==> config.mk <==
export PLATFORM = sky130hd
export DESIGN_NAME = lcpe_fifo
export DESIGN_NICKNAME = d
export VERILOG_FILES = /design/src/sv/lcpe_pkg.sv /design/src/sv/lcpe_fifo.sv
export SDC_FILE = /design/constraint.sdc
export NUM_CORES = 1
export LEC_CHECK = 0
export BUFFER_PORTS_ARGS = -buffer_cell sky130_fd_sc_hd__buf_2
export CORE_AREA = 10 10 298 300
export DETAILED_ROUTE_END_ITERATION = 8
export DIE_AREA = 0 0 308 310
export PLACE_DENSITY = 0.58
export SYNTH_ARGS = -nofsm -noshare
export SYNTH_HDL_FRONTEND = slang
export SYNTH_SLANG_ARGS = --single-unit
export TNS_END_PERCENT = 1
==> constraint.sdc <==
create_clock -name i_clk -period 40.5 [get_ports i_clk]
set_clock_uncertainty 0.1 [all_clocks]
set_input_delay 0 -clock i_clk [delete_from_list [all_inputs] [get_ports i_clk]]
set_output_delay 0 -clock i_clk [all_outputs]
set_load 0.01 [all_outputs]
==> src/sv/lcpe_pkg.sv <==
// shared types, constants and arithmetic helpers for the pair energy block
`default_nettype none

package lcpe_pkg;

    // field and register widths
    localparam int unsigned WORD_W  = 32;
    localparam int unsigned BOX_W   = 31;
    localparam int unsigned ACC_W   = 64;
    localparam int unsigned CIDX_W  = 2;
    localparam int unsigned QUEUE_DEPTH = 2;

    // reset box length, 32.0 in unsigned Q15.16
    localparam logic [BOX_W-1:0] BOX_RESET = 31'd2097152;

    // coulomb constant 332.06 in Q32.32
    localparam logic [63:0] COUL_K = 64'd1426186840310;

    localparam logic [63:0] S64_MAX = 64'h7FFF_FFFF_FFFF_FFFF;
    localparam logic [63:0] S64_MIN = 64'h8000_0000_0000_0000;

    // configuration register indexes
    typedef enum logic [CIDX_W-1:0] {
        CFG_BOX_X = 2'd0,
        CFG_BOX_Y = 2'd1,
        CFG_BOX_Z = 2'd2
    } t_cfg_idx;

    // one atom as carried through the queue
    typedef struct packed {
        logic [WORD_W-1:0] pos_x;
        logic [WORD_W-1:0] pos_y;
        logic [WORD_W-1:0] pos_z;
        logic [WORD_W-1:0] sigma;
        logic [WORD_W-1:0] epsilon;
        logic [WORD_W-1:0] charge;
    } t_atom;

    // classified work for the back end
    typedef struct packed {
        logic  do_pair;
        logic  last;
        t_atom a1;
        t_atom a2;
    } t_job;

    // periodic box lengths
    typedef struct packed {
        logic [BOX_W-1:0] x;
        logic [BOX_W-1:0] y;
        logic [BOX_W-1:0] z;
    } t_box;

    // back end sequencer states
    typedef enum logic [4:0] {
        S_IDLE,
        S_AXIS,
        S_AXADD,
        S_SSMUL,
        S_SSDIV,
        S_T,
        S_TT,
        S_T3,
        S_T6,
        S_EEMUL,
        S_EESQ,
        S_LJMUL,
        S_LJ,
        S_R2SQ,
        S_R,
        S_QMUL,
        S_QDIV,
        S_CO,
        S_FIN,
        S_MUL,
        S_DIV,
        S_SQRT
    } t_state;

    // signed value from sign and magnitude, clamped to 64-bit range
    function automatic logic [63:0] to_signed(input logic neg, input logic [63:0] mag);
        logic [63:0] res;
        if (!neg) begin
            res = mag[63] ? S64_MAX : mag;
        end else begin
            res = mag[63] ? S64_MIN : (~mag + 64'd1);
        end
        return res;
    endfunction

    // saturating signed add
    function automatic logic [63:0] sat_add(input logic [63:0] a, input logic [63:0] b);
        logic [64:0] s;
        logic [63:0] res;
        s = {a[63], a} + {b[63], b};
        if (s[64] != s[63]) begin
            res = s[64] ? S64_MIN : S64_MAX;
        end else begin
            res = s[63:0];
        end
        return res;
    endfunction

    // saturating unsigned add
    function automatic logic [63:0] add_sat_u(input logic [63:0] a, input logic [63:0] b);
        logic [64:0] s;
        s = {1'b0, a} + {1'b0, b};
        return s[64] ? '1 : s[63:0];
    endfunction

endpackage

`default_nettype wire

==> src/sv/lcpe_fifo.sv <==
// short job queue between front and back end
`default_nettype none

module lcpe_fifo #(
    parameter int unsigned DEPTH = lcpe_pkg::QUEUE_DEPTH
) (
    input  wire logic           i_clk,
    input  wire logic           i_rst_n,
    input  wire logic           i_push,
    input  wire lcpe_pkg::t_job i_data,
    output logic                o_full,
    input  wire logic           i_pop,
    output lcpe_pkg::t_job      o_data,
    output logic                o_empty
);

    localparam int unsigned AW = (DEPTH > 1) ? $clog2(DEPTH) : 1;
    localparam int unsigned CW = $clog2(DEPTH + 1);
    localparam logic [AW-1:0] LAST_IDX = AW'(DEPTH - 1);
    localparam logic [CW-1:0] FULL_CNT = CW'(DEPTH);

    lcpe_pkg::t_job r_mem [DEPTH];
    logic [AW-1:0]  r_wr_ptr, r_rd_ptr;
    logic [CW-1:0]  r_count;

    assign o_full  = (r_count == FULL_CNT);
    assign o_empty = (r_count == '0);
    assign o_data  = r_mem[r_rd_ptr];

    // pointers and fill count
    always_ff @(posedge i_clk) begin
        if (!i_rst_n) begin
            r_wr_ptr <= '0;
            r_rd_ptr <= '0;
            r_count  <= '0;
        end else begin
            if (i_push) begin
                r_wr_ptr <= (r_wr_ptr == LAST_IDX) ? '0 : r_wr_ptr + AW'(1);
            end
            if (i_pop) begin
                r_rd_ptr <= (r_rd_ptr == LAST_IDX) ? '0 : r_rd_ptr + AW'(1);
            end
            if (i_push && !i_pop) begin
                r_count <= r_count + CW'(1);
            end else if (!i_push && i_pop) begin
                r_count <= r_count - CW'(1);
            end
        end
    end

    // storage
    always_ff @(posedge i_clk) begin
        if (i_push) begin
            r_mem[r_wr_ptr] <= i_data;
        end
    end

endmodule

`default_nettype wire

== Word-level counts from Yosys, hierarchy flattened ==
Memory sizes are Yosys's and may differ from the RTL's. A register that Yosys moved wholly into a read port is not among the register bits.
Cells that the tools add are included.

* Add/sub/neg operators: 4
* Equal/unequal tests: 1
* Reduce and logical (&&, ||, !) cells: 6
* Mux-type cells: 8

{| class="wikitable"
|+ Operators with widths
! operator !! count
|-
| two-way mux 1 bit || 6
|-
| two-way mux 2 bit || 2
|-
| adder 1 bit (second input constant) || 2
|-
| adder 2 x 1 -> 2 bit (second input constant) || 1
|-
| == test 2 bit (second input constant) || 1
|-
| logical AND 1 bit || 2
|-
| zero test 1 bit || 2
|-
| zero test 2 bit || 1
|-
| nonzero test 2 bit || 1
|-
| subtractor 2 x 1 -> 2 bit (second input constant) || 1
|}

* Logic and storage cells: 23
* Memories kept: 1
* Bits in writable memories: 772
* Register bits: 4
* Output and inout bits: 388
* Bits of input ports: 390

{| class="wikitable"
|+ Memories
! name !! depth !! width !! rd ports !! clocked after memory_dff !! wr ports !! line !! text
|-
| r_mem || 2 || 386 || 1 || 1 || 1 || lcpe_fifo.sv:22 || <nowiki>lcpe_pkg::t_job r_mem [DEPTH];</nowiki>
|}

== Logic depth before layout (Yosys ltp) ==
* Word-level depth: 4
* Gate-level depth with buffers: 5
* Mapped depth without buffers: 5

== Worst setup path before layout ==
No wires, ideal clock.

* Kind: flip-flop to flip-flop
* Start: reg r_wr_ptr
* End: reg r_wr_ptr
* Buffers on the path: 0
* Clock period less this slack: 18648 ps
* Library setup time: 138 ps
* Arrival: 18411 ps
* Cell stages (with the launch flop): 3
* Required time: 40262 ps
* Slack: 21852 ps
* Cells stage by stage: dfxtp_1 nor2b_1 o21a_1

* Longest elaborated chain between the ends: 2

{| class="wikitable"
|+ RTL lines
! element !! line !! text
|-
| start: declaration || lcpe_fifo.sv:23 || <nowiki>logic [AW-1:0] r_wr_ptr, r_rd_ptr;</nowiki>
|-
| start signal: assignment || lcpe_fifo.sv:38 || <nowiki>r_wr_ptr <= (r_wr_ptr == LAST_IDX) ? '0 : r_wr_ptr + AW'(1);</nowiki>
|-
| adder 1 bit || lcpe_fifo.sv:38 ||
|-
| two-way mux 1 bit (*) || lcpe_fifo.sv:38 ||
|}

Mark *: on every way between the ends. The rest lies on a longest branch, timed or not.
A chain may end at the register's enable or synchronous reset.

==> flow_summary_export.csv <==
group,metric,value,unit
critical_path,crit_chain,"buf_4, buf_4, buf_4, mux2_2, buf_2",
timing,tns,0,ns
synth,netlist_area,28200,um2
worst_hold_path,hold_depth,2,
die,die_w,308,um
critical_path,cp_max_fo,73,
global_routing,grt_use_total,0.163,
synth,ys_warn_count,0,
clock_tree,numCtsBuffers,84,
global_routing,grt_max_degree,159,
timing,hold_viol,0,
detailed_routing,ant_nets,0,
power,power.leakage,15.9,nW
power,powerDensity,45.6,nW/um2
timing,relSlewSlack,0.133,
synth,yosysSeqAreaShare,0.825,
critical_path,worstSetupPathType,"reg -> out",
power,power_frac_clock,0.383,
detailed_routing,drtIter0Drc,1050,
die,initial_core_util,0.340,
critical_path,max_stage_delay,0.87,ns
synth,ys_types,16,
critical_path,endpoint_kind,"output pin",
timing,tightestPinTransition,1.30,ns
critical_path,cp.arrival,4.54,ns
detailed_routing,drc,0,
synth,synth-edff-count,772,
detailed_routing,routedWlPerCell,21.2,um
synth,synth_cells,1223,
timing,period_share,0.115,
placed_design,numPortBuffers,777,
worst_hold_path,min_from,"i_data[75]",
global_routing,grt_pass1_vias,19400,
clock_tree,clock_latency,0.61,ns
critical_path,rr_endpoint,"r_mem[0][365]$_DFFE_PP_",
critical_path,crit_top_cell,"buf_4",
clock_tree,ctsHtreeMaxLevel,3,
die,fp-row-count,106,
placed_design,dp_hpwl,54200,um
layout,final_core_util,0.508,
clock_tree,cts_root_buffer,"clkbuf_16",
critical_path,crit_path_top_delay_cell,"buf_4",
global_routing,grt_pass1_wl,118000,um
power,pwr-share-seq,0.492,
layout,area.growth.synth_to_final,49.2,%
power,p_comb_frac,0.125,
layout,n_fill_cell,6646,
layout,final_nets,3078,
power,internal_power,1.48,mW
timing,max_freq,216,MHz
power,vdd_ir_drop_max,0.0000399,V
power,switchingPower,441,uW
critical_path,worstReg2RegStart,"r_wr_ptr$_SDFFE_PN0P_",
die,die_area,95500,um2
timing,slew_viol_final,0,
power,swShare,0.230,
clock_tree,clk_pin_slew_worst_paths,0.05,ns
timing,period_needed,4.64,ns
clock_tree,cts.sinks,777,
timing,rsz0062_at_grt,"false",
clock_tree,cts_tree,"done",
synth,ys_ff_latch,777,
synth,avgSynthCellArea,23.1,um2
worst_hold_path,min_to,"r_mem[1][75]$_DFFE_PP_",
layout,drive_gt1_frac,0.472,
die,ios,778,
worst_hold_path,hp-class,"in -> reg",
global_routing,grt_overflow,0,
critical_path,cp_top_family,"buffers and inverters",
critical_path,path_buf_inv,4,
detailed_routing,vias_per_cell,4.49,
synth,async_flop_share,0,
critical_path,reg2reg_slack,36.10,ns
die,fp.coreArea,82900,um2
synth,synth_flop_cell,"edfxtp_1",
detailed_routing,wirelength,81500,um
detailed_routing,first_pass_iters,5,
critical_path,startpoint_type,"register",
critical_path,worstRegToRegCells,4,
detailed_routing,vias,17200,
global_routing,antenna_found_initial,10,
placed_design,gp_congestion,0.819,
critical_path,crit_required,40.40,ns
synth,syn_nets,1614,
clock_tree,cts_resized,0,
clock_tree,max-clock-path-buffers,3,
job,cap_violations,0,
timing,finalSetupViolCount,0,
die,die_h,310,um
outcome,status,"complete, no violations",
cell usage after synthesis, drive strengths merged (2+ instances only):
| cell type | instances | area, um2 |
|---|---|---|
| edfxtp | 772 | 23200 |
| mux2 | 386 | 4350 |
| buf | 43 | 459 |
| dfxtp | 5 | 100 |
| and2 | 4 | 25.0 |
| nor2b | 3 | 18.8 |
| xor2 | 2 | 17.5 |
kinds of logic after synthesis:
group,after synthesis,synth area share
xor gates and xnor gates,3,0.000932
DFF,777,0.825
and+or+nand+nor,9,0.00191
adders and majority gates,1,0.000444
muxes,386,0.154
buffers and inverters,44,0.0164
AOI/OAI and AO/OA,3,0.000710
routing by layer:
metal / vias up / share of wire / GRT usage
li1: 7862 / - / -
met5: - / 0.00016 / 0
met3: 183 / 0.065 / 0.0451
met2: 626 / 0.54 / 0.300
met4: 2 / 0.042 / 0.0752
met1: 8567 / 0.35 / 0.170
worst max-delay path by stage:
stage | startpoint | to | slack [ns] | depth (start not counted)
finish | register | o_data[94] | 35.86 | 5
global route | register | o_data[94] | 35.60 | 5
CTS | register | o_data[340] | 35.79 | 5
detailed placement | r_wr_ptr$_SDFFE_PN0P_ | r_mem[0][201]$_DFFE_PP_ | 36.06 | 4
global placement | r_wr_ptr$_SDFFE_PN0P_ | r_mem[0][103]$_DFFE_PP_ | 36.17 | 4
floorplan | r_wr_ptr$_SDFFE_PN0P_ | r_wr_ptr$_SDFFE_PN0P_ | 21.85 | 2
power groups by stage:
stage	clock network [mW]	registers, mW	logic, mW
5_1_grt	0.788	0.946	0.255
6_report	0.734	0.943	0.240
4_1_cts	0.753	0.942	0.241
3_3_place_gp	0	0.958	0.187
2_1_floorplan	0	0.975	0.104
3_5_place_dp	0	0.959	0.190
placed cells by master, fill, tap and decap left out, types with 2 or more instances in the layout:
cell type / netlist / routed
buf_2: 4 / 777
edfxtp_1: 772 / 772
dlygate4sd3_1: 0 / 630
mux2_2: 386 / 386
clkbuf_16: 0 / 84
clkinv_2: 0 / 21
clkbuf_1: 0 / 19
buf_4: 0 / 13
clkinv_1: 0 / 12
diode_2: 0 / 10
bufinv_16: 0 / 6
dfxtp_1: 5 / 4
and2_1: 4 / 3
inv_6: 0 / 3
inv_16: 0 / 3
xor2_1: 2 / 2
nor2b_1: 3 / 2
clkinvlp_4: 0 / 2
state kept, by name, summed over array words and instances (netlist names), named ones only:
signal    cells
r_wr_ptr      1
r_mem       772
r_rd_ptr      1
r_count       2
final cells by class:
type / count / area, um2 / area share
tap: 1080 / 1350 / 0.0321
inverter: 1 / 3.75 / 0.0000892
clock buffer: 103 / 2170 / 0.0516
antenna: 10 / 25.0 / 0.000595
multi-input combinational: 402 / 4470 / 0.106
clock inverter: 48 / 462 / 0.0110
timing repair buffer: 1421 / 10300 / 0.245
sequential: 777 / 23300 / 0.553
through the flow:
step | area [um2] | cells | hold WS (ns) | setup WS (ns) | power, mW
after floorplan | 28200 | 1223 | -0.00113 | 21.85 | 1.08
after global placement | 33100 | 3051 | 0.0869 | 36.17 | 1.14
after detailed placement | 33100 | 3051 | 0.0907 | 36.06 | 1.15
after CTS | 42000 | 3829 | 0.000520 | 35.79 | 1.94
after global routing | 42100 | 3842 | -0.0313 | 35.60 | 1.99
final | 42100 | 3842 | 0.0109 | 35.86 | 1.92
what timing repair did:
item / CTS / global route
setup buffers: 0 / 0
hold endpoints to repair: 812 / 6
hold buffers: 627 / 3
(Power assumes the default switching activity.)
