[src/sv/lcpe_pkg.sv]
// shared types, constants and arithmetic helpers for the pair energy block
`default_nettype none

package lcpe_pkg;

    // field and register widths
    localparam int unsigned WORD_W  = 32;
    localparam int unsigned BOX_W   = 31;
    localparam int unsigned ACC_W   = 64;
    localparam int unsigned CIDX_W  = 2;
    localparam int unsigned QUEUE_DEPTH = 2;

    // reset box length, 32.0 in unsigned Q15.16
    localparam logic [BOX_W-1:0] BOX_RESET = 31'd2097152;

    // coulomb constant 332.06 in Q32.32
    localparam logic [63:0] COUL_K = 64'd1426186840310;

    localparam logic [63:0] S64_MAX = 64'h7FFF_FFFF_FFFF_FFFF;
    localparam logic [63:0] S64_MIN = 64'h8000_0000_0000_0000;

    // configuration register indexes
    typedef enum logic [CIDX_W-1:0] {
        CFG_BOX_X = 2'd0,
        CFG_BOX_Y = 2'd1,
        CFG_BOX_Z = 2'd2
    } t_cfg_idx;

    // one atom as carried through the queue
    typedef struct packed {
        logic [WORD_W-1:0] pos_x;
        logic [WORD_W-1:0] pos_y;
        logic [WORD_W-1:0] pos_z;
        logic [WORD_W-1:0] sigma;
        logic [WORD_W-1:0] epsilon;
        logic [WORD_W-1:0] charge;
    } t_atom;

    // classified work for the back end
    typedef struct packed {
        logic  do_pair;
        logic  last;
        t_atom a1;
        t_atom a2;
    } t_job;

    // periodic box lengths
    typedef struct packed {
        logic [BOX_W-1:0] x;
        logic [BOX_W-1:0] y;
        logic [BOX_W-1:0] z;
    } t_box;

    // back end sequencer states
    typedef enum logic [4:0] {
        S_IDLE,
        S_AXIS,
        S_AXADD,
        S_SSMUL,
        S_SSDIV,
        S_T,
        S_TT,
        S_T3,
        S_T6,
        S_EEMUL,
        S_EESQ,
        S_LJMUL,
        S_LJ,
        S_R2SQ,
        S_R,
        S_QMUL,
        S_QDIV,
        S_CO,
        S_FIN,
        S_MUL,
        S_DIV,
        S_SQRT
    } t_state;

    // signed value from sign and magnitude, clamped to 64-bit range
    function automatic logic [63:0] to_signed(input logic neg, input logic [63:0] mag);
        logic [63:0] res;
        if (!neg) begin
            res = mag[63] ? S64_MAX : mag;
        end else begin
            res = mag[63] ? S64_MIN : (~mag + 64'd1);
        end
        return res;
    endfunction

    // saturating signed add
    function automatic logic [63:0] sat_add(input logic [63:0] a, input logic [63:0] b);
        logic [64:0] s;
        logic [63:0] res;
        s = {a[63], a} + {b[63], b};
        if (s[64] != s[63]) begin
            res = s[64] ? S64_MIN : S64_MAX;
        end else begin
            res = s[63:0];
        end
        return res;
    endfunction

    // saturating unsigned add
    function automatic logic [63:0] add_sat_u(input logic [63:0] a, input logic [63:0] b);
        logic [64:0] s;
        s = {1'b0, a} + {1'b0, b};
        return s[64] ? '1 : s[63:0];
    endfunction

endpackage

`default_nettype wire

[src/sv/lcpe_front.sv]
// front end: takes items, holds the first-molecule atom, classifies pairs
`default_nettype none

module lcpe_front (
    input  wire logic                         i_clk,
    input  wire logic                         i_rst_n,
    input  wire logic                         i_in_valid,
    output logic                              o_in_stall,
    input  wire logic                         i_cmd,
    input  wire logic signed [lcpe_pkg::WORD_W-1:0] i_pos_x,
    input  wire logic signed [lcpe_pkg::WORD_W-1:0] i_pos_y,
    input  wire logic signed [lcpe_pkg::WORD_W-1:0] i_pos_z,
    input  wire logic signed [lcpe_pkg::WORD_W-1:0] i_sigma,
    input  wire logic signed [lcpe_pkg::WORD_W-1:0] i_epsilon,
    input  wire logic signed [lcpe_pkg::WORD_W-1:0] i_charge,
    input  wire logic                         i_last,
    input  wire logic                         i_full,
    output logic                              o_push,
    output lcpe_pkg::t_job                    o_job
);

    lcpe_pkg::t_atom r_atom;
    lcpe_pkg::t_atom in_atom;
    logic            excluded;

    assign in_atom = '{pos_x: i_pos_x, pos_y: i_pos_y, pos_z: i_pos_z,
                       sigma: i_sigma, epsilon: i_epsilon, charge: i_charge};

    assign o_in_stall = i_full;
    assign o_push     = i_in_valid && !i_full;

    // any negative sigma or epsilon drops the pair
    assign excluded = r_atom.sigma[31] | r_atom.epsilon[31] | i_sigma[31] | i_epsilon[31];

    assign o_job = '{do_pair: i_cmd && !excluded, last: i_last, a1: r_atom, a2: in_atom};

    // stored first-molecule atom
    always_ff @(posedge i_clk) begin
        if (!i_rst_n) begin
            r_atom <= '0;
        end else if (o_push && !i_cmd) begin
            r_atom <= in_atom;
        end
    end

endmodule

`default_nettype wire

[config.mk]
export PLATFORM = sky130hd
export DESIGN_NAME = lcpe_front
export DESIGN_NICKNAME = d
export VERILOG_FILES = /design/src/sv/lcpe_pkg.sv /design/src/sv/lcpe_front.sv
export SDC_FILE = /design/constraint.sdc
export NUM_CORES = 1
export LEC_CHECK = 0
export BUFFER_PORTS_ARGS = -buffer_cell sky130_fd_sc_hd__clkbuf_2
export CAP_MARGIN = 20
export CORE_AREA = 2 2 230 232
export CTS_CLUSTER_DIAMETER = 40
export DETAILED_ROUTE_END_ITERATION = 12
export DIE_AREA = 0 0 232 234
export GPL_ROUTABILITY_DRIVEN = 0
export GPL_TIMING_DRIVEN = 0
export PLACE_DENSITY = 0.39
export RECOVER_POWER = 100
export SKIP_LAST_GASP = 1
export SLEW_MARGIN = 20
export SYNTH_ARGS = -nofsm -noshare
export SYNTH_HDL_FRONTEND = slang
export SYNTH_SLANG_ARGS = --single-unit
[constraint.sdc]
create_clock -name i_clk -period 1.5 [get_ports i_clk]
set_clock_uncertainty 0.2 [all_clocks]
set_input_delay 0.15 -clock i_clk [delete_from_list [all_inputs] [get_ports i_clk]]
set_output_delay 0.15 -clock i_clk [all_outputs]
set_load 0.01 [all_outputs]
# Word-level counts from Yosys, hierarchy flattened
# Cells that the tools add are included.
word_totals:
  regBits: 192
  latchBits: 0
  ramBits: 0
  romBits: 0
  in_bits: 198
  out_inout_bits: 388
  memories: 0
classes:
  n_addsub: 0
  n_mul: 0
  n_div: 0
  magnitude_cmp: 0
  n_eq_ne: 0
  shifts: 0
  n_mux: 0
  n_bitwise: 3
  n_reduce_logical: 6
ops:
  columns: ["op", "n"]
  rows:
  - ["$logic_and 1x1->1", 3]
  - ["$logic_not 1->1", 3]
  - ["$or 1x1->1", 3]

# Longest topological paths before layout
# Gate-level depths: netlist of the first run.
depth:
  ltp_word: 5
  mapped_depth: 5
  ltp_nobuf: 2

# Worst setup path before layout of the first run
# OpenSTA, ideal clock, no wires.
synth_timing:
  kind: "input -> register"
  startpoint: "in i_full"
  endpoint: "reg r_atom (netlist bit o_job[192])"
  setup_ns: 0.072
  arrival_time_ns: 0.912
  required_ns: 1.228
  setup_slack_ns: 0.317
  stages: 4
  path_cell_list: "nor3b_2 -> buf_4 -> buf_6 -> mux2i_1"
synth_via:
  elab_chain_len: 3
synth_rtl:
  columns: ["element", "line", "source"]
  rows:
  - ["start, declared", "lcpe_front.sv:17", "input wire logic i_full,"]
  - ["$logic_not 1->1", "lcpe_front.sv:30", "assign o_push = i_in_valid && !i_full;"]
  - ["$logic_and 1x1->1", "lcpe_front.sv:30", null]
  - ["$logic_and 1x1->1", "lcpe_front.sv:41", "end else if (o_push && !i_cmd) begin"]
  - ["end signal, assigned", "lcpe_front.sv:42", "r_atom <= in_atom;"]
  - ["end, declared", "lcpe_front.sv:22", "lcpe_pkg::t_atom r_atom;"]
# Every way passes these cells.
# A chain may end at the register's enable or synchronous reset.

==> results.md, run 1 <==
* Outcome: finished with violations
* Failing checks: setup timing
* Initial antenna violation count at 2
* Synth cell types at 11
* Non-Filler Instances at approximately 2500
* Setup total negative slack at -0.1963 ns
* Finished Cell Area at roughly 0.015 mm²
* FF+latch area at approximately 0.0038 mm²
* Crit path arrival time at roughly 1.4 ns
* Unrepaired setup endpoints after global routing: yes
* Clock latency on the worst-skew pair at around 0.48 ns
* Final Cycle Share at 113.1%
* Max FFs per register at about 190
* Crit. End Element: output port
* Largest net degree at the start of global routing at 17
* Num CTS Buffers at 17
* Fin. Hold Viols at 0
* Slew @ Worst Pin at between 0.6 and 0.7 ns
* Hold crit path type: in -> reg
* Hold wc startpoint: i_pos_z[12]
* Register-to-Register Path Depth at 3
* # setup viols final at 1
* DP Area at approximately 0.013 mm²
* Layout Nets at just over 2000
* Worst-path maximum fanout at 2
* Minimum clock period at approximately 1.7 ns
* Slew HR at between 50% and 60%
* Via density at 3.715
* First-pass GRT wire length at between 50000 and 60000 µm
* Post-synthesis sequential area ratio at between 40% and 50%
* Hpwl dp at between 20000 and 30000 µm
* Detailed Routing Iterations Pass 1 at 4
* WHS Path Cells at 4
* Layout cells sized above 1 at 26.86%
* GR Overflow Total at 0
* DR vias at 9387
* Worst Hold Path EP: o_job[300]
* Reg2Reg Launch Point: o_job[287]
* WL final at a little under 40000 µm
* Clock tree root driver cell: clkbuf_16
* Pwr/cell area at a little under 900 mW/mm²
* Multi-input logic area at about 0.0034 mm²
* Data required, critical path at approximately 1.2 ns
* Antenna Cells at 0
* Max Cap Viol at 0
* CTS sink cnt at 192
* Syn_nets at 1228
* Syn avg cell area at 8.860 µm²
* FF-to-FF End: o_job[287]
* Reg2Reg Setup Slack at about 0.60 ns
* Die area at roughly 0.054 mm²
* Worst VDD drop at between 0.7 and 0.8 mV
* Synth Register Bits at between 150 and 200
* Filler Cells Inserted at just under 6000
* Total track usage at between 10% and 20%
* Clock transition at path regs at 0.07 ns
* DRC Markers at 0
* Area delta synth->final at 64.74%
* Initial Util at about 18%
* Max-slew violations at 0
* Post-route ant nets at 0
* Placed cell count at between 2000 and 2500
* Crit path kind: reg -> out
* Critical Path Source Type: register
* Synth area leader: dfxtp_1
* Rows at 84
* Synth area leaders: dfxtp_1 42%, mux2i_1 21%, buf_4 16%
* Synth Cell Area at 0.009126 mm²
* Maximum buffer depth of the clock tree at 2
* Cells after synthesis at a little over 1000
* Worst setup margin at -0.1963 ns
* Core Region at ~0.052 mm²
* IO buf count at 583
* Vias in the first global route at approximately 9000
* Fmax at a little under 600 MHz
* Chip Height at around 230 µm
* LEAKAGE at about 6.4 nW
* Die X at ~230 µm
* CTS tree: built
* Wire length per cell at approximately 15 µm
* H-Tree Depth at 4
* Number of synthesis warnings at 0
* Top-Level Pins at 586
* Overall power at around 0.013 W
* Post-synth top area share at a little over two fifths
* DRT iter0 DRCs at about 220
[worst max-delay path by stage]
stage | startpoint | endpoint | cells past startpoint
2_1_floorplan | i_full | o_job[192] | 4
3_3_place_gp | i_rst_n | o_job[297] | 5
3_5_place_dp | i_rst_n | o_job[297] | 5
4_1_cts | o_job[287] | o_job[385] | 3
5_1_grt | o_job[287] | o_job[385] | 3
6_report | o_job[287] | o_job[385] | 3
[timing repair]
| action | CTS | global route |
|---|---|---|
| gates cloned | 0 | 0 |
| gates resized for setup | 2 | 4 |
| setup buffers | 1 | 0 |
| hold endpoints to repair | 192 | 0 |
| setup endpoints to repair | 1 | 4 |
| pin swaps | 2 | 1 |
| hold buffers | 193 | 0 |
[critical path, stage by stage, from the launching register on]
cell and delay [ns]:
dfxtp_2 0.33, nor4_2 0.19, and2_1 0.20, buf_2 0.14
[where the power goes]
group	internal (W)	switching [W]	total, W	leakage [nW]
clock network	0.00300	0.00213	0.00514	0.311
logic	0.00127	0.00128	0.00255	4.48
registers	0.00528	0.0000943	0.00537	1.56
total	0.00955	0.00351	0.0131	6.36
[cell families (layout without fill, tap and decap cells)]
logic type / after synthesis / count (layout) / synth area share (%)
buf+inv: 258 / 1067 / 20.69
flops: 192 / 192 / 42.12
simple gates: 388 / 388 / 16.14
mux: 192 / 192 / 21.06
[cell usage in the layout (no fill, tap or decap)]
| master | instances |
|---|---|
| and2_1 | 1 |
| buf_1 | 1 |
| buf_2 | 25 |
| buf_4 | 185 |
| buf_6 | 19 |
| bufinv_16 | 4 |
| clkbuf_1 | 383 |
| clkbuf_16 | 17 |
| clkbuf_2 | 220 |
| clkbuf_4 | 10 |
| clkbuf_8 | 5 |
| clkinv_2 | 2 |
| clkinvlp_4 | 3 |
| dfxtp_1 | 190 |
| dfxtp_2 | 2 |
| dlygate4sd3_1 | 192 |
| dlymetal6s4s_1 | 1 |
| mux2i_1 | 192 |
| nand2_1 | 384 |
| nor2b_1 | 1 |
| nor3b_2 | 1 |
| nor4_2 | 1 |
[Yosys cell counts]
cell and count:
nand2_1 384, buf_4 196, dfxtp_1 192, mux2i_1 192, buf_2 39, buf_6 18
clkbuf_1 5, and2_1 1, nor2b_1 1, nor3b_2 1, nor4_1 1
[per-stage QoR]
step	util (%)	worst slack, ns	hold slack [ns]
after floorplan	-	0.3167	0.09212
after global placement	24.81	-0.4008	0.1996
after detailed placement	24.81	-0.4117	0.2044
after CTS	29.79	-0.2569	0.005334
after global routing	28.90	-0.2739	0.04275
final	28.90	-0.1963	0.02819
[layout make-up]
cell class                      instances  share of cell area [%]
Timing Repair Buffer                  777                   29.24
Sequential cell                       192                   25.58
Multi-Input combinational cell        580                   22.62
Buffer                                258                   12.51
Tap cell                              688                   5.726
Clock buffer                           23                   3.312
Clock inverter                          9                   1.015
[metal layers]
| metal | part of all wire [%] | vias to the layer above | track usage [%] |
|---|---|---|---|
| li1 | - | 4678 | - |
| met3 | 4.7 | 39 | 3.794 |
| met5 | 0.033 | - | 0 |
| met2 | 50 | 261 | 23.07 |
| met1 | 43 | 4407 | 16.37 |
| met4 | 1.8 | 2 | 4.708 |
No activity file was read; power rests on OpenSTA's default activity.
==> run 2, diff against run 1 <==
SETUP_SLACK_MARGIN = 0.05   (was not set)
==> results.md, run 2 (synthesis results as in run 1) <==
* Outcome: finished with violations
* Failing checks: setup timing
* Wire length per cell at 15.45 µm
* Hold Slack at about 0.027 ns
* Filler Cells Inserted at 5770
* FF-to-FF End: o_job[287]
* Initial antenna violation count at 3
* Slew @ Worst Pin at approximately 0.54 ns
* DRC Markers at 0
* Logic gate share of total power at around 20%
* Hold wc startpoint: i_pos_z[12]
* Die X at about 230 µm
* Max FFs per register at approximately 190
* Crit path arrival time at about 1.3 ns
* Pwr/cell area at roughly 870 mW/mm²
* Chip Height at between 200 and 250 µm
* Initial Util at 17.54%
* H-Tree Depth at 4
* Rows at 84
* Reg2Reg Setup Slack at between 0.5 and 0.6 ns
* Hpwl dp at 29900 µm
* CTS sink cnt at roughly 190
* Worst setup margin at -0.1878 ns
* Num CTS Buffers at 17
* Fin. Hold Viols at 0
* Die area at around 0.054 mm²
* DP Worst Slack at -0.4117 ns
* Clock transition at path regs at roughly 0.070 ns
* Sequential share of power at between 40% and 50%
* GR Overflow Total at 0
* Crit path kind: reg -> out
* Final Cycle Share at 112.5%
* Leading cell type in the layout, fill and taps excluded: nand2_1
* Worst Hold Path EP: o_job[300]
* Slew HR at between 60% and 70%
* Worst-path maximum fanout at 2
* Switch share at roughly 27%
* Antenna Cells at 0
* Minimum clock period at around 1.7 ns
* First-pass GRT wire length at between 50000 and 60000 µm
* Max Cap Viol at 0
* Unrepaired setup endpoints after global routing: yes
* Core Region at around 0.052 mm²
* Worst VDD drop at ~0.77 mV
* Clock share of power at between 30% and 40%
* Internal power at approximately 0.0095 W
* Psw at 0.003494 W
* Most frequent cells in the layout: 384 x nand2_1, 380 x clkbuf_1, 205 x clkbuf_2
* Via density at approximately 3.7
* Top-Level Pins at a little under 600
* Max-slew violations at 0
* Clock latency on the worst-skew pair at ~0.48 ns
* Fmax at around 600 MHz
* IO buf count at 583
* Register-to-Register Path Depth at 3
* LEAKAGE at between 6 and 7 nW
* WL final at between 30000 and 40000 µm
* Post-route ant nets at 0
* DR vias at approximately 9400
* Max incr delay on CP at 0.33 ns
* Post-layout util at 28.80%
* Crit. End Element: output port
* # setup viols final at 1
* Layout cells sized above 1 at 26.45%
* Critical Path Source Type: register
* Clock tree root driver cell: clkbuf_16
* Placed cell count at between 2000 and 2500
* Detailed Routing Iterations Pass 1 at 6
* Maximum buffer depth of the clock tree at 2
* Total track usage at between 10% and 20%
* Data required, critical path at roughly 1.2 ns
* Reg2Reg Launch Point: o_job[287]
* Crit path cell chain: nor4_2 > and2_1 > buf_2
* CP max stage cell: dfxtp_2
* Non-Filler Instances at 2514
* Largest net degree at the start of global routing at 17
* CTS tree: built
* WHS Path Cells at 4
* Hold crit path type: in -> reg
* DRT iter0 DRCs at 290
* Vias in the first global route at roughly 9100
* Layout Nets at around 2000
* Area delta synth->final at 64.20%
-- run 2: cell count changes in the layout (fill, tap and decap cells not counted), sizes merged --
cell / before / now
buf: 230 / 219
clkbuf: 635 / 630
dlymetal6s4s: 1 / 4
-- run 2: critical path, delay by kind of cell, from the launching register on --
| family | cells | cell delay [ns] |
|---|---|---|
| buf+inv | 1 | 0.14 |
| simple gates | 2 | 0.39 |
| flops | 1 | 0.33 |
-- run 2: power groups by stage --
stage	sequential (W)	clock, W	combinational [W]
after floorplan	0.00556	0	0.00110
after global placement	0.00548	0	0.00229
after detailed placement	0.00549	0	0.00229
after CTS	0.00537	0.00536	0.00270
after global routing	0.00539	0.00553	0.00275
final	0.00537	0.00513	0.00254
-- run 2: cell type report --
type	count	area [µm²]	share of cell area (%)
clock buffer	23	498.0	3.323
multi-input combinational	580	3407	22.74
buffer	258	1836	12.25
clock inverter	9	152.6	1.019
timing repair buffer	764	4384	29.26
sequential	192	3847	25.67
tap	688	860.8	5.744
-- run 2: worst max path at each step --
stage	startpoint	end	slack (ns)
after floorplan	i_full	o_job[192]	0.32
after global placement	i_rst_n	o_job[297]	-0.40
after detailed placement	i_rst_n	o_job[297]	-0.41
after CTS	o_job[287]	o_job[385]	-0.26
after global routing	o_job[287]	o_job[385]	-0.27
final	o_job[287]	o_job[385]	-0.19
-- run 2: stage by stage --
stage	power (W)	area (µm²)	setup TNS, ns
after detailed placement	0.007778	12900	-27.07
final	0.01304	14990	-0.1878
after floorplan	0.006667	9126	0
after CTS	0.01343	15500	-0.2635
after global placement	0.007774	12900	-23.68
after global routing	0.01367	14990	-0.4247
-- run 2: timing repair --
item | CTS | global route
setup buffers | 1 | 0
endpoints found under the setup margin | 3 | 28
hold buffers | 193 | 3
resized for setup | 4 | 26
hold endpoints to repair | 192 | 3
pin swaps | 2 | 1
-- run 2: metal layers --
metal  up-vias  wire length, µm  GRT usage, %
li1       4652                -             -
met1      4409            17010         16.49
met2       259            19370         22.98
met3        43             1623         3.368
met4         2              819         5.409
met5         -               13             0
